[src/rtl/core/vn_pkg.sv]
// Shared types, constants and per-stage step functions for the vector normalizer.
// No dependencies; used by every module under rtl/core.
`timescale 1ns / 1ps

package vn_pkg;

    localparam int COMP_W    = 16;
    localparam int DIV_STEPS = 29;   // quotient bits of c*c*2^28 / S
    localparam int USQ_STEPS = 15;   // root bits of the unit square root
    localparam int MAG_STEPS = 16;   // root bits of the magnitude

    typedef struct packed {
        logic [2:0][30:0] sq;
        logic [31:0]      sum;
        logic [2:0]       neg;
        logic             zero;
    } vn_front_t;

    typedef struct packed {
        logic [31:0]      den;
        logic [2:0][31:0] rem;
        logic [2:0]       nbit;
        logic [2:0][28:0] quo;
        logic [2:0]       neg;
        logic             zero;
        logic [31:0]      mval;
        logic [17:0]      mrem;
        logic [15:0]      mroot;
    } vn_div_t;

    typedef struct packed {
        logic [2:0][29:0] val;
        logic [2:0][16:0] rem;
        logic [2:0][14:0] root;
        logic [2:0]       neg;
        logic             zero;
        logic [15:0]      mag;
    } vn_usq_t;

    typedef struct packed {
        logic signed [COMP_W-1:0] x_unit;
        logic signed [COMP_W-1:0] y_unit;
        logic signed [COMP_W-1:0] z_unit;
        logic [COMP_W-1:0]        magnitude;
        logic                     is_zero;
    } vn_res_t;

    // One restoring division bit on all lanes, plus one magnitude root bit when mag_on is set
    function automatic vn_div_t div_step(input vn_div_t d, input logic mag_on);
        vn_div_t     n;
        logic [32:0] t;
        logic [17:0] mr2;
        logic [17:0] mtr;
        n = d;
        for (int i = 0; i < 3; i++) begin
            t = {d.rem[i], d.nbit[i]};
            if (t >= {1'b0, d.den}) begin
                n.rem[i] = 32'(t - {1'b0, d.den});
                n.quo[i] = {d.quo[i][27:0], 1'b1};
            end else begin
                n.rem[i] = t[31:0];
                n.quo[i] = {d.quo[i][27:0], 1'b0};
            end
            n.nbit[i] = 1'b0;
        end
        if (mag_on) begin
            mr2 = {d.mrem[15:0], d.mval[31:30]};
            mtr = {d.mroot, 2'b01};
            if (mr2 >= mtr) begin
                n.mrem  = mr2 - mtr;
                n.mroot = {d.mroot[14:0], 1'b1};
            end else begin
                n.mrem  = mr2;
                n.mroot = {d.mroot[14:0], 1'b0};
            end
            n.mval = {d.mval[29:0], 2'b00};
        end
        return n;
    endfunction

    // One square-root bit on all three unit lanes
    function automatic vn_usq_t usq_step(input vn_usq_t u);
        vn_usq_t     n;
        logic [16:0] r2;
        logic [16:0] tr;
        n = u;
        for (int i = 0; i < 3; i++) begin
            r2 = {u.rem[i][14:0], u.val[i][29:28]};
            tr = {u.root[i], 2'b01};
            if (r2 >= tr) begin
                n.rem[i]  = r2 - tr;
                n.root[i] = {u.root[i][13:0], 1'b1};
            end else begin
                n.rem[i]  = r2;
                n.root[i] = {u.root[i][13:0], 1'b0};
            end
            n.val[i] = {u.val[i][27:0], 2'b00};
        end
        return n;
    endfunction

endpackage

[src/rtl/core/vn_front.sv]
// Front end: absolute values, squares and sum of squares over three stages.
// Depends on vn_pkg.
`timescale 1ns / 1ps

module vn_front
    import vn_pkg::*;
(
    input  logic                     clk,
    input  logic                     rst_n,
    input  logic                     en,
    input  logic                     in_valid,
    input  logic signed [COMP_W-1:0] x_in,
    input  logic signed [COMP_W-1:0] y_in,
    input  logic signed [COMP_W-1:0] z_in,
    output logic                     out_valid,
    output vn_front_t                out_data
);

    logic [2:0][15:0] abs_reg;
    logic [2:0]       neg_a_reg;
    logic [2:0][30:0] sq_reg;
    logic [2:0]       neg_b_reg;
    vn_front_t        front_reg;
    logic [2:0]       vld_reg;
    logic [2:0][15:0] raw;

    assign raw = {z_in, y_in, x_in};

    // Advance valid bits
    always_ff @(posedge clk or negedge rst_n)
    begin
        if (!rst_n)
        begin
            vld_reg <= '0;
        end
        else if (en)
        begin
            vld_reg <= {vld_reg[1:0], in_valid};
        end
    end

    // Advance payload: magnitude, squares, sum
    always_ff @(posedge clk)
    begin
        if (en)
        begin
            for (int i = 0; i < 3; i++)
            begin
                neg_a_reg[i] <= raw[i][15];
                abs_reg[i]   <= raw[i][15] ? 16'(~raw[i] + 16'd1) : raw[i];
                sq_reg[i]    <= 31'(32'(abs_reg[i]) * 32'(abs_reg[i]));
            end
            neg_b_reg      <= neg_a_reg;
            front_reg.sq   <= sq_reg;
            front_reg.neg  <= neg_b_reg;
            front_reg.sum  <= 32'(sq_reg[0]) + 32'(sq_reg[1]) + 32'(sq_reg[2]);
            front_reg.zero <= (sq_reg[0] == '0) && (sq_reg[1] == '0) && (sq_reg[2] == '0);
        end
    end

    assign out_valid = vld_reg[2];
    assign out_data  = front_reg;

endmodule

[config.mk]
export PLATFORM = sky130hd
export DESIGN_NAME = vn_front
export DESIGN_NICKNAME = d
export VERILOG_FILES = /design/src/rtl/core/vn_pkg.sv /design/src/rtl/core/vn_front.sv
export SDC_FILE = /design/constraint.sdc
export NUM_CORES = 2
export LEC_CHECK = 0
export BUFFER_PORTS_ARGS = -buffer_cell sky130_fd_sc_hd__buf_2
export CAP_MARGIN = 15
export CORE_MARGIN = 3
export CORE_UTILIZATION = 64
export CTS_CLUSTER_SIZE = 14
export DETAILED_ROUTE_END_ITERATION = 7
export HOLD_SLACK_MARGIN = 0.08
export PLACE_DENSITY = 0.88
export SETUP_SLACK_MARGIN = 0.5
export SYNTH_ARGS = -nofsm -noshare
export SYNTH_HDL_FRONTEND = slang
export SYNTH_SLANG_ARGS = --single-unit
export TNS_END_PERCENT = 50
[constraint.sdc]
create_clock -name clk -period 8.4 [get_ports clk]
set_input_delay 0 -clock clk [delete_from_list [all_inputs] [get_ports clk]]
set_output_delay 0 -clock clk [all_outputs]
set_load 0.01 [all_outputs]
==> impl_metrics.json <==
{
  "path_cells": "nand2_1 > inv_1 > fa_1 > inv_1 > fa_1 > inv_1 > fa_1 > inv_1 > fa_1 > inv_1 > fa_1 > inv_1 > fa_1 > inv_1 > ha_1 > a21o_1 > a221oi_1 > o22ai_1 > nor4_1 > nor2_1 > a41oi_1 > xnor2_1",
  "viasPerCell": 5.829,
  "fin_nets": 4335,
  "clk_pin_slew_ns": 0.07,
  "cp_num_buf_inv": 7,
  "hpwl_mm": 64.45,
  "cap_violations": 0,
  "die_area_um2": 54900,
  "cts-root-buf": "clkbuf_16",
  "dr.pass1.iters": 8,
  "rsz0062_at_grt": "false",
  "slew_violations": 0,
  "coreArea_um2": 51410,
  "outcome": "completed",
  "worst_path_most_repeated_cell": "inv_1",
  "groute.usage.overall_pct": 30.99,
  "relSlewSlack_pct": 19.09,
  "ctsHoldBuffers": 87,
  "grt_max_degree": 204,
  "grt_pass1_vias": 25400,
  "crit_path_max_fanout": 17,
  "start_util_pct": 64.90,
  "fin_ws_ns": 1.474,
  "grt_overflow": 0,
  "max_freq_mhz": 144.4,
  "cpPeakStageDelay_ns": 0.66,
  "fp.dieW_um": 234.3,
  "whs_path_depth": 2,
  "yosysSeqAreaShare_pct": 24.53,
  "post_cts_buffers": 0,
  "syn_inst": 3219,
  "portBuffers": 178,
  "grt_pass1_wl_mm": 132.2,
  "numPlacedInstances": 3997,
  "cp-start-kind": "flop",
  "synth-edff-count": 270,
  "ioPinCount": 182,
  "final_antenna_net_count": 0,
  "fill_cells": 3492,
  "tritoncts": "built",
  "fin_crit_sh_pct": 82.45,
  "worst-path-stages": 22,
  "ys_types": 70,
  "hold_path.class": "input port to flop",
  "drive_above_1_share_pct": 7.510,
  "htree_levels": 1,
  "critPathTopFamily": "adder cells",
  "drt_iter0_drc": 2091,
  "worstSetupPathType": "flop to flop",
  "end_kind": "flop",
  "dp_slack_ns": 1.668,
  "syn_avg_cell_area_um2": 10.36,
  "setup_viol": 0,
  "ys.flop_type": "edfxtp_1",
  "syn_to_final_growth_pct": 9.976,
  "wl_per_cell_um": 19.94,
  "die-height_um": 234.3,
  "finalSetupTns_ns": 0,
  "postSynth.asyncResetShare_pct": 1.099,
  "reg2reg_depth": 22,
  "clock_latency_ns": 0.60,
  "final_cell_mix": "730 x inv_1, 517 x fa_1, 329 x ha_1, 290 x nand2_1, 270 x edfxtp_1",
  "dpl_cell_area_um2": 34810,
  "fin_area_um2": 36690,
  "gp_congestion": 0.9562,
  "tightest_slew_ns": 1.214,
  "critPathLaunch": "abs_reg[2]$_DFFE_PP_",
  "syn-cell-area_um2": 33360,
  "cts_inserted_buffers": 31,
  "skew_ns": 0.03007,
  "drc": 0,
  "yosysWarnings": 0,
  "r2r-start": "abs_reg[2]$_DFFE_PP_",
  "cts.sinks": 273,
  "layout.cells.most_common": "inv_1",
  "largest_reg_flops": 126,
  "fin_cells": 4145,
  "cp_slowest_cell": "edfxtp_1",
  "rows": 83,
  "crit_required_ns": 8.72,
  "antenna_found_initial": 3,
  "hold_viol": 0,
  "clock_path_buffers": 3,
  "cts.repair.resized": 0,
  "num_vias": 24160,
  "ys_ff_latch": 273,
  "cp.arrival_ns": 7.25,
  "hold_start": "z_in[0]",
  "routed_wl_mm": 82.67,
  "layout_min_cycle_time_ns": 6.926
}
==> layout make-up <==
class	count	area, µm²	area share, %
Clock buffer	35	790.8	2.155
Inverter	730	2740	7.469
Multi-Input combinational cell	2135	22110	60.27
Antenna cell	3	7.507	0.02046
Clock inverter	23	214.0	0.5832
Timing Repair Buffer	266	1792	4.884
Sequential cell	273	8183	22.30
Tap cell	680	850.8	2.319
==> metrics by stage <==
stage | utilization [%] | hold WS, ns
floorplan | - | -0.2956
global placement | 67.71 | -0.2039
detailed placement | 67.71 | -0.2000
CTS | 71.36 | 0.1310
global route | 71.37 | 0.1773
finish | 71.37 | 0.1632
==> path summary, 6_finish.rpt <==
| kind | to | slack, ns |
|---|---|---|
| setup reg to reg | sq_reg[27]$_DFFE_PP_ | 1.47 |
| min in group asynchronous | vld_reg[2]$_DFFE_PN0P_ | 0.30 |
| hold reg to reg | out_data[2]$_DFFE_PP_ | 0.42 |
| hold / removal | abs_reg[32]$_DFFE_PP_ | 0.16 |
| setup / recovery | sq_reg[27]$_DFFE_PP_ | 1.47 |
| max in group asynchronous | vld_reg[1]$_DFFE_PN0P_ | 7.96 |
==> synthesized netlist by cell type (15+ instances only) <==
cell type | n | area [µm²]
xnor2_1 | 141 | 1235
nand3_1 | 27 | 135.1
fa_1 | 517 | 10350
o21ai_0 | 60 | 300.3
nand4_1 | 18 | 112.6
clkbuf_1 | 79 | 296.5
and2_1 | 141 | 882.1
a211oi_1 | 18 | 135.1
nor2_1 | 102 | 382.9
nand2_1 | 290 | 1089
ha_1 | 329 | 4116
nor4_1 | 28 | 175.2
nor2b_1 | 19 | 118.9
a21o_1 | 57 | 427.9
a21oi_1 | 114 | 570.6
xor2_1 | 35 | 306.5
edfxtp_1 | 270 | 8108
o21bai_1 | 16 | 120.1
inv_1 | 730 | 2740
and3_1 | 16 | 100.1
a31oi_1 | 15 | 93.84
==> metal layers <==
metal | share of wire (%) | global-route usage [%] | up-vias
li1 | - | - | 10720
met1 | 37 | 39.96 | 11900
met2 | 48 | 50.77 | 1248
met3 | 9.3 | 5.430 | 293
met4 | 6.0 | 15.97 | 2
met5 | 0.022 | 0 | -
==> cells by family after synthesis <==
kind of cell | Yosys count | synth area share, %
simple gates | 711 | 10.38
other cells | 1 | 0.01124
xor+xnor | 176 | 4.621
mux | 6 | 0.2025
flops | 273 | 24.53
fa+ha+maj | 846 | 43.36
compound gates | 390 | 7.644
buf+inv | 816 | 9.249
==> worst register-to-register path, cell delays in order (launching register included) <==
cell	delay, ns
edfxtp_1	0.66
nand2_1	0.22
inv_1	0.09
fa_1	0.54
inv_1	0.05
fa_1	0.53
inv_1	0.06
fa_1	0.50
inv_1	0.05
fa_1	0.52
inv_1	0.05
fa_1	0.48
inv_1	0.05
fa_1	0.47
inv_1	0.04
ha_1	0.34
a21o_1	0.20
a221oi_1	0.46
o22ai_1	0.19
nor4_1	0.58
nor2_1	0.16
a41oi_1	0.32
xnor2_1	0.11
Power is left out: the tool's default activity adds up to more than one toggle a clock period on the data nets, which glitch-free logic cannot reach.
