[config.mk]
export PLATFORM = sky130hd
export DESIGN_NAME = vn_usq
export DESIGN_NICKNAME = d
export VERILOG_FILES = /design/src/rtl/core/vn_pkg.sv /design/src/rtl/core/vn_usq.sv
export SDC_FILE = /design/constraint.sdc
export NUM_CORES = 2
export LEC_CHECK = 0
export ABC_AREA = 1
export BUFFER_PORTS_ARGS = -buffer_cell sky130_fd_sc_hd__buf_2
export CAP_MARGIN = 20
export CELL_PAD_IN_SITES_DETAIL_PLACEMENT = 1
export CELL_PAD_IN_SITES_GLOBAL_PLACEMENT = 1
export CORE_ASPECT_RATIO = 0.75
export CORE_MARGIN = 1.5
export CORE_UTILIZATION = 40
export DETAILED_ROUTE_END_ITERATION = 16
export GPL_ROUTABILITY_DRIVEN = 0
export PLACE_DENSITY_LB_ADDON = 0.3
export SLEW_MARGIN = 25
export SYNTH_ARGS = -nofsm -noshare
export SYNTH_HDL_FRONTEND = slang
export SYNTH_SLANG_ARGS = --single-unit
[constraint.sdc]
create_clock -name clk -period 5.5 [get_ports clk]
set_input_delay 0.275 -clock clk [delete_from_list [all_inputs] [get_ports clk]]
set_output_delay 0.275 -clock clk [all_outputs]
set_load 0.01 [all_outputs]
[src/rtl/core/vn_pkg.sv]
// Shared types, constants and per-stage step functions for the vector normalizer.
// No dependencies; used by every module under rtl/core.
`timescale 1ns / 1ps

package vn_pkg;

    localparam int COMP_W    = 16;
    localparam int DIV_STEPS = 29;   // quotient bits of c*c*2^28 / S
    localparam int USQ_STEPS = 15;   // root bits of the unit square root
    localparam int MAG_STEPS = 16;   // root bits of the magnitude

    typedef struct packed {
        logic [2:0][30:0] sq;
        logic [31:0]      sum;
        logic [2:0]       neg;
        logic             zero;
    } vn_front_t;

    typedef struct packed {
        logic [31:0]      den;
        logic [2:0][31:0] rem;
        logic [2:0]       nbit;
        logic [2:0][28:0] quo;
        logic [2:0]       neg;
        logic             zero;
        logic [31:0]      mval;
        logic [17:0]      mrem;
        logic [15:0]      mroot;
    } vn_div_t;

    typedef struct packed {
        logic [2:0][29:0] val;
        logic [2:0][16:0] rem;
        logic [2:0][14:0] root;
        logic [2:0]       neg;
        logic             zero;
        logic [15:0]      mag;
    } vn_usq_t;

    typedef struct packed {
        logic signed [COMP_W-1:0] x_unit;
        logic signed [COMP_W-1:0] y_unit;
        logic signed [COMP_W-1:0] z_unit;
        logic [COMP_W-1:0]        magnitude;
        logic                     is_zero;
    } vn_res_t;

    // One restoring division bit on all lanes, plus one magnitude root bit when mag_on is set
    function automatic vn_div_t div_step(input vn_div_t d, input logic mag_on);
        vn_div_t     n;
        logic [32:0] t;
        logic [17:0] mr2;
        logic [17:0] mtr;
        n = d;
        for (int i = 0; i < 3; i++) begin
            t = {d.rem[i], d.nbit[i]};
            if (t >= {1'b0, d.den}) begin
                n.rem[i] = 32'(t - {1'b0, d.den});
                n.quo[i] = {d.quo[i][27:0], 1'b1};
            end else begin
                n.rem[i] = t[31:0];
                n.quo[i] = {d.quo[i][27:0], 1'b0};
            end
            n.nbit[i] = 1'b0;
        end
        if (mag_on) begin
            mr2 = {d.mrem[15:0], d.mval[31:30]};
            mtr = {d.mroot, 2'b01};
            if (mr2 >= mtr) begin
                n.mrem  = mr2 - mtr;
                n.mroot = {d.mroot[14:0], 1'b1};
            end else begin
                n.mrem  = mr2;
                n.mroot = {d.mroot[14:0], 1'b0};
            end
            n.mval = {d.mval[29:0], 2'b00};
        end
        return n;
    endfunction

    // One square-root bit on all three unit lanes
    function automatic vn_usq_t usq_step(input vn_usq_t u);
        vn_usq_t     n;
        logic [16:0] r2;
        logic [16:0] tr;
        n = u;
        for (int i = 0; i < 3; i++) begin
            r2 = {u.rem[i][14:0], u.val[i][29:28]};
            tr = {u.root[i], 2'b01};
            if (r2 >= tr) begin
                n.rem[i]  = r2 - tr;
                n.root[i] = {u.root[i][13:0], 1'b1};
            end else begin
                n.rem[i]  = r2;
                n.root[i] = {u.root[i][13:0], 1'b0};
            end
            n.val[i] = {u.val[i][27:0], 2'b00};
        end
        return n;
    endfunction

endpackage

[src/rtl/core/vn_usq.sv]
// Unit square-root pipeline, one root bit per stage, then sign and zero
// handling into the result register. Depends on vn_pkg.
`timescale 1ns / 1ps

module vn_usq
    import vn_pkg::*;
(
    input  logic    clk,
    input  logic    rst_n,
    input  logic    en,
    input  logic    in_valid,
    input  vn_div_t in_data,
    output logic    out_valid,
    output vn_res_t out_data
);

    vn_usq_t              stg_reg [USQ_STEPS];
    logic [USQ_STEPS:0]   vld_reg;
    vn_usq_t              init;
    vn_usq_t              last;
    vn_res_t              res_reg;
    logic [2:0][15:0]     unit;

    always_comb
    begin
        init      = '0;
        init.neg  = in_data.neg;
        init.zero = in_data.zero;
        init.mag  = in_data.mroot;
        for (int i = 0; i < 3; i++)
        begin
            init.val[i] = {1'b0, in_data.quo[i]};
        end
    end

    // Advance valid bits, result stage included
    always_ff @(posedge clk or negedge rst_n)
    begin
        if (!rst_n)
        begin
            vld_reg <= '0;
        end
        else if (en)
        begin
            vld_reg <= {vld_reg[USQ_STEPS-1:0], in_valid};
        end
    end

    for (genvar k = 0; k < USQ_STEPS; k++)
    begin : g_stage
        vn_usq_t src;
        if (k == 0)
        begin : g_first
            assign src = init;
        end
        else
        begin : g_rest
            assign src = stg_reg[k-1];
        end
        always_ff @(posedge clk)
        begin
            if (en)
            begin
                stg_reg[k] <= usq_step(src);
            end
        end
    end

    // Apply sign, force zero vector results
    assign last = stg_reg[USQ_STEPS-1];
    always_comb
    begin
        for (int i = 0; i < 3; i++)
        begin
            if (last.zero)
                unit[i] = '0;
            else if (last.neg[i])
                unit[i] = 16'(~{1'b0, last.root[i]} + 16'd1);
            else
                unit[i] = {1'b0, last.root[i]};
        end
    end

    always_ff @(posedge clk)
    begin
        if (en)
        begin
            res_reg.x_unit    <= unit[0];
            res_reg.y_unit    <= unit[1];
            res_reg.z_unit    <= unit[2];
            res_reg.magnitude <= last.zero ? '0 : last.mag;
            res_reg.is_zero   <= last.zero;
        end
    end

    assign out_valid = vld_reg[USQ_STEPS];
    assign out_data  = res_reg;

endmodule

==> results.py <==
metrics = {
    "route": {
        "wl_met3_um": 7690,
        "drt_wl_total_um": 207000,
        "drt-pass1-iter-count": 5,
        "drtAntennaViolNets": 0,
        "wl_met1_um": 103000,
        "wl_per_cell_um": 16.1,
        "dr.max_layer_used": "met4",
        "dr_wl_met2_um": 91700,
        "vias": 62400,
        "drc": 0,
        "viasPerCell": 4.86,
        "drt-initial-drc-count": 3463,
    },
    "power_and_ir_drop": {
        "p_per_area_nw_per_um2": 375,
        "leakagePower_nw": 46.7,
        "totalPowerFinal_mw": 39.6,
        "vdd_drop_max_uv": 276,
    },
    "global_route": {
        "antenna_found_initial": 1,
        "groute.usage.overall_pct": 17.4,
        "grt_max_degree": 178,
        "grt_pass1_wl_um": 340000,
        "first_global_vias": 65500,
        "grt_remaining_overflow": 0,
    },
    "cells_and_area": {
        "n_fill_cell": 25600,
        "nets": 10300,
        "largest_reg_flops": 1863,
        "drive_above_1_share_pct": 6.99,
        "fin_area_um2": 106000,
        "multi_input_area_um2": 28700,
        "regArea_um2": 58300,
        "diodes": 0,
        "syn_to_final_growth_pct": 13.3,
    },
    "floorplan": {
        "die_area_um2": 236000,
        "io_pins": 358,
        "die_y_um": 421,
        "start_util_pct": 40.3,
        "chipWidth_um": 561,
        "core_um2": 232000,
        "num_rows": 153,
    },
    "hold_path": {
        "hold_class": "input port to register",
        "worstHoldPathCells": 2,
    },
    "synth": {
        "yosys.area.top_type_share_pct": 62.0,
        "postSynthCellCount": 9139,
        "synth_area_um2": 93300,
        "yosysTopAreaCell": "edfxtp_1",
        "ys_ff_latch": 1944,
        "yosys_warnings": 0,
        "synth_cell_type_count": 50,
        "synth_common_cells": "nand2_1, edfxtp_1, inv_1, nand3_1, nor2_1",
        "synth-edff-count": 1928,
        "synthFlopType": "edfxtp_1",
        "yosysMostFrequentCell": "nand2_1",
        "ys_seq_area_share_pct": 62.5,
        "ys_top_cells_by_area": "edfxtp_1, nand2_1, inv_1, ha_1, nand3_1",
        "async_flop_share_pct": 0.823,
        "synth_area_per_cell_um2": 10.2,
    },
    "worst_setup_path": {
        "end_kind": "register",
        "crit_type": "register to register",
        "worstPathArrival_ps": 3280,
        "critPathSlowestCell": "nor2_1",
        "worst_path_largest_cell_delay_ps": 630,
        "cp_top_family": "simple AND/OR/NAND/NOR gates",
        "path_max_fanout": 16,
        "required_ps": 6070,
        "path_depth": 9,
        "path_cells": "ha_1, nand2_1, nor2_1, nand4_1, nor2_1, nor2_1, nand2_2, nand2_1, nand2_1",
        "crit_buf_inv": 0,
        "ff2ff_path_depth": 9,
        "start_kind": "register",
    },
    "clock_tree": {
        "root_buffer": "clkbuf_16",
        "clockBufferDepth": 4,
        "cts.reportedPaths.clkPinSlew_ps": 60,
        "clock-sinks": 1944,
        "cts_resized": 0,
        "cts_tree": "done",
        "cts_max_level": 4,
        "clock_latency_ps": 870,
        "cts_made_buffers": 206,
    },
    "timing": {
        "finalSetupViolCount": 0,
        "hold_viol_final": 0,
        "worst_clock_skew_ps": 62.0,
        "hold_slack_ps": 106,
        "relSlewSlack_pct": 23.7,
        "slew_violations": 0,
        "tightest_slew_ps": 1140,
        "fin_crit_sh_pct": 49.2,
        "fmax_ghz": 0.370,
        "fin_setup_tns_ps": 0,
        "rsz0062_at_grt": "false",
        "fin_crit_ps": 2710,
    },
    "place": {
        "dp_hpwl_um": 152000,
        "portBuffers": 176,
        "placed_cell_area_um2": 97800,
    },
    "status": {
        "status": "finished, final reports clean",
    },
    "flow_run": {
        "drv_cap": 0,
    },
}
[area by class of cell]
type	instances	area share, %
clock inverter	141	1.50
inverter	1507	5.35
tap	3100	3.67
multi-input combinational	5601	27.2
timing repair buffer	319	2.25
sequential	1944	55.1
clock buffer	229	4.95
[repair_timing]
action / CTS / global route
hold endpoints to repair: 136 / 0
buffers inserted: 0 / 0
endpoints found under the setup margin: 0 / 0
hold buffers: 111 / 0
[logic make-up after synthesis]
logic type / count (synthesis) / share of synthesized area, %
multiplexers: 2 / 0.0241
flip-flops: 1944 / 62.5
AND/OR/NAND/NOR: 4443 / 20.4
buffers and inverters: 1596 / 6.76
XOR/XNOR: 201 / 1.89
AO/OA/AOI/OAI: 550 / 3.09
adder cells (fa/ha/maj): 402 / 5.39
other: 1 / 0.00402
[worst paths after layout]
kind / start / end / slack (ps)
min in group asynchronous: rst_n / vld_reg[5] / 560
setup reg to reg: stg_reg[0][1469] / stg_reg[1][68] / 2790
hold reg to reg: stg_reg[0][129] / stg_reg[0][331] / 370
setup / recovery: stg_reg[0][1469] / stg_reg[1][68] / 2790
max in group asynchronous: rst_n / vld_reg[10] / 4450
hold / removal: in_data[138] / stg_reg[0][182] / 110
[through the flow]
| stage | util [%] | std cells | setup slack [ps] |
|---|---|---|---|
| final | 45.6 | 12800 | 2790 |
| after global routing | 45.6 | 12800 | 2500 |
| after CTS | 45.6 | 12800 | 2810 |
| after detailed placement | 42.2 | 12400 | 2810 |
| after global placement | 42.2 | 12400 | 2840 |
| after floorplan | - | 9141 | 3640 |
[routing by layer]
metal / global-route usage (%) / vias to the layer above
li1: - / 31200
met1: 24.9 / 30100
met2: 28.0 / 890
met3: 2.39 / 308
met4: 4.38 / 0
met5: 0 / -
[layout by cell type, fill, tap and decap left out, types with 165 or more instances in the layout]
cell       instances
edfxtp_1        1928
nand2_1         2713
ha_1             402
o21ai_0          165
a21oi_1          312
buf_2            175
nand4_1          165
inv_1           1502
clkbuf_16        206
nand3_1          654
nor2_1           562
[worst register-to-register path, stage by stage (launching register included)]
cell and delay, ps:
edfxtp_1 430, ha_1 360, nand2_1 110, nor2_1 70, nand4_1 100, nor2_1 50
nor2_1 630, nand2_2 430, nand2_1 180, nand2_1 70
[power by group]
part | internal (mW) | switching, mW
clock | 8.33 | 5.80
sequential | 18.1 | 0.822
combinational | 2.18 | 4.38
Power figures use the tool's default switching activity.
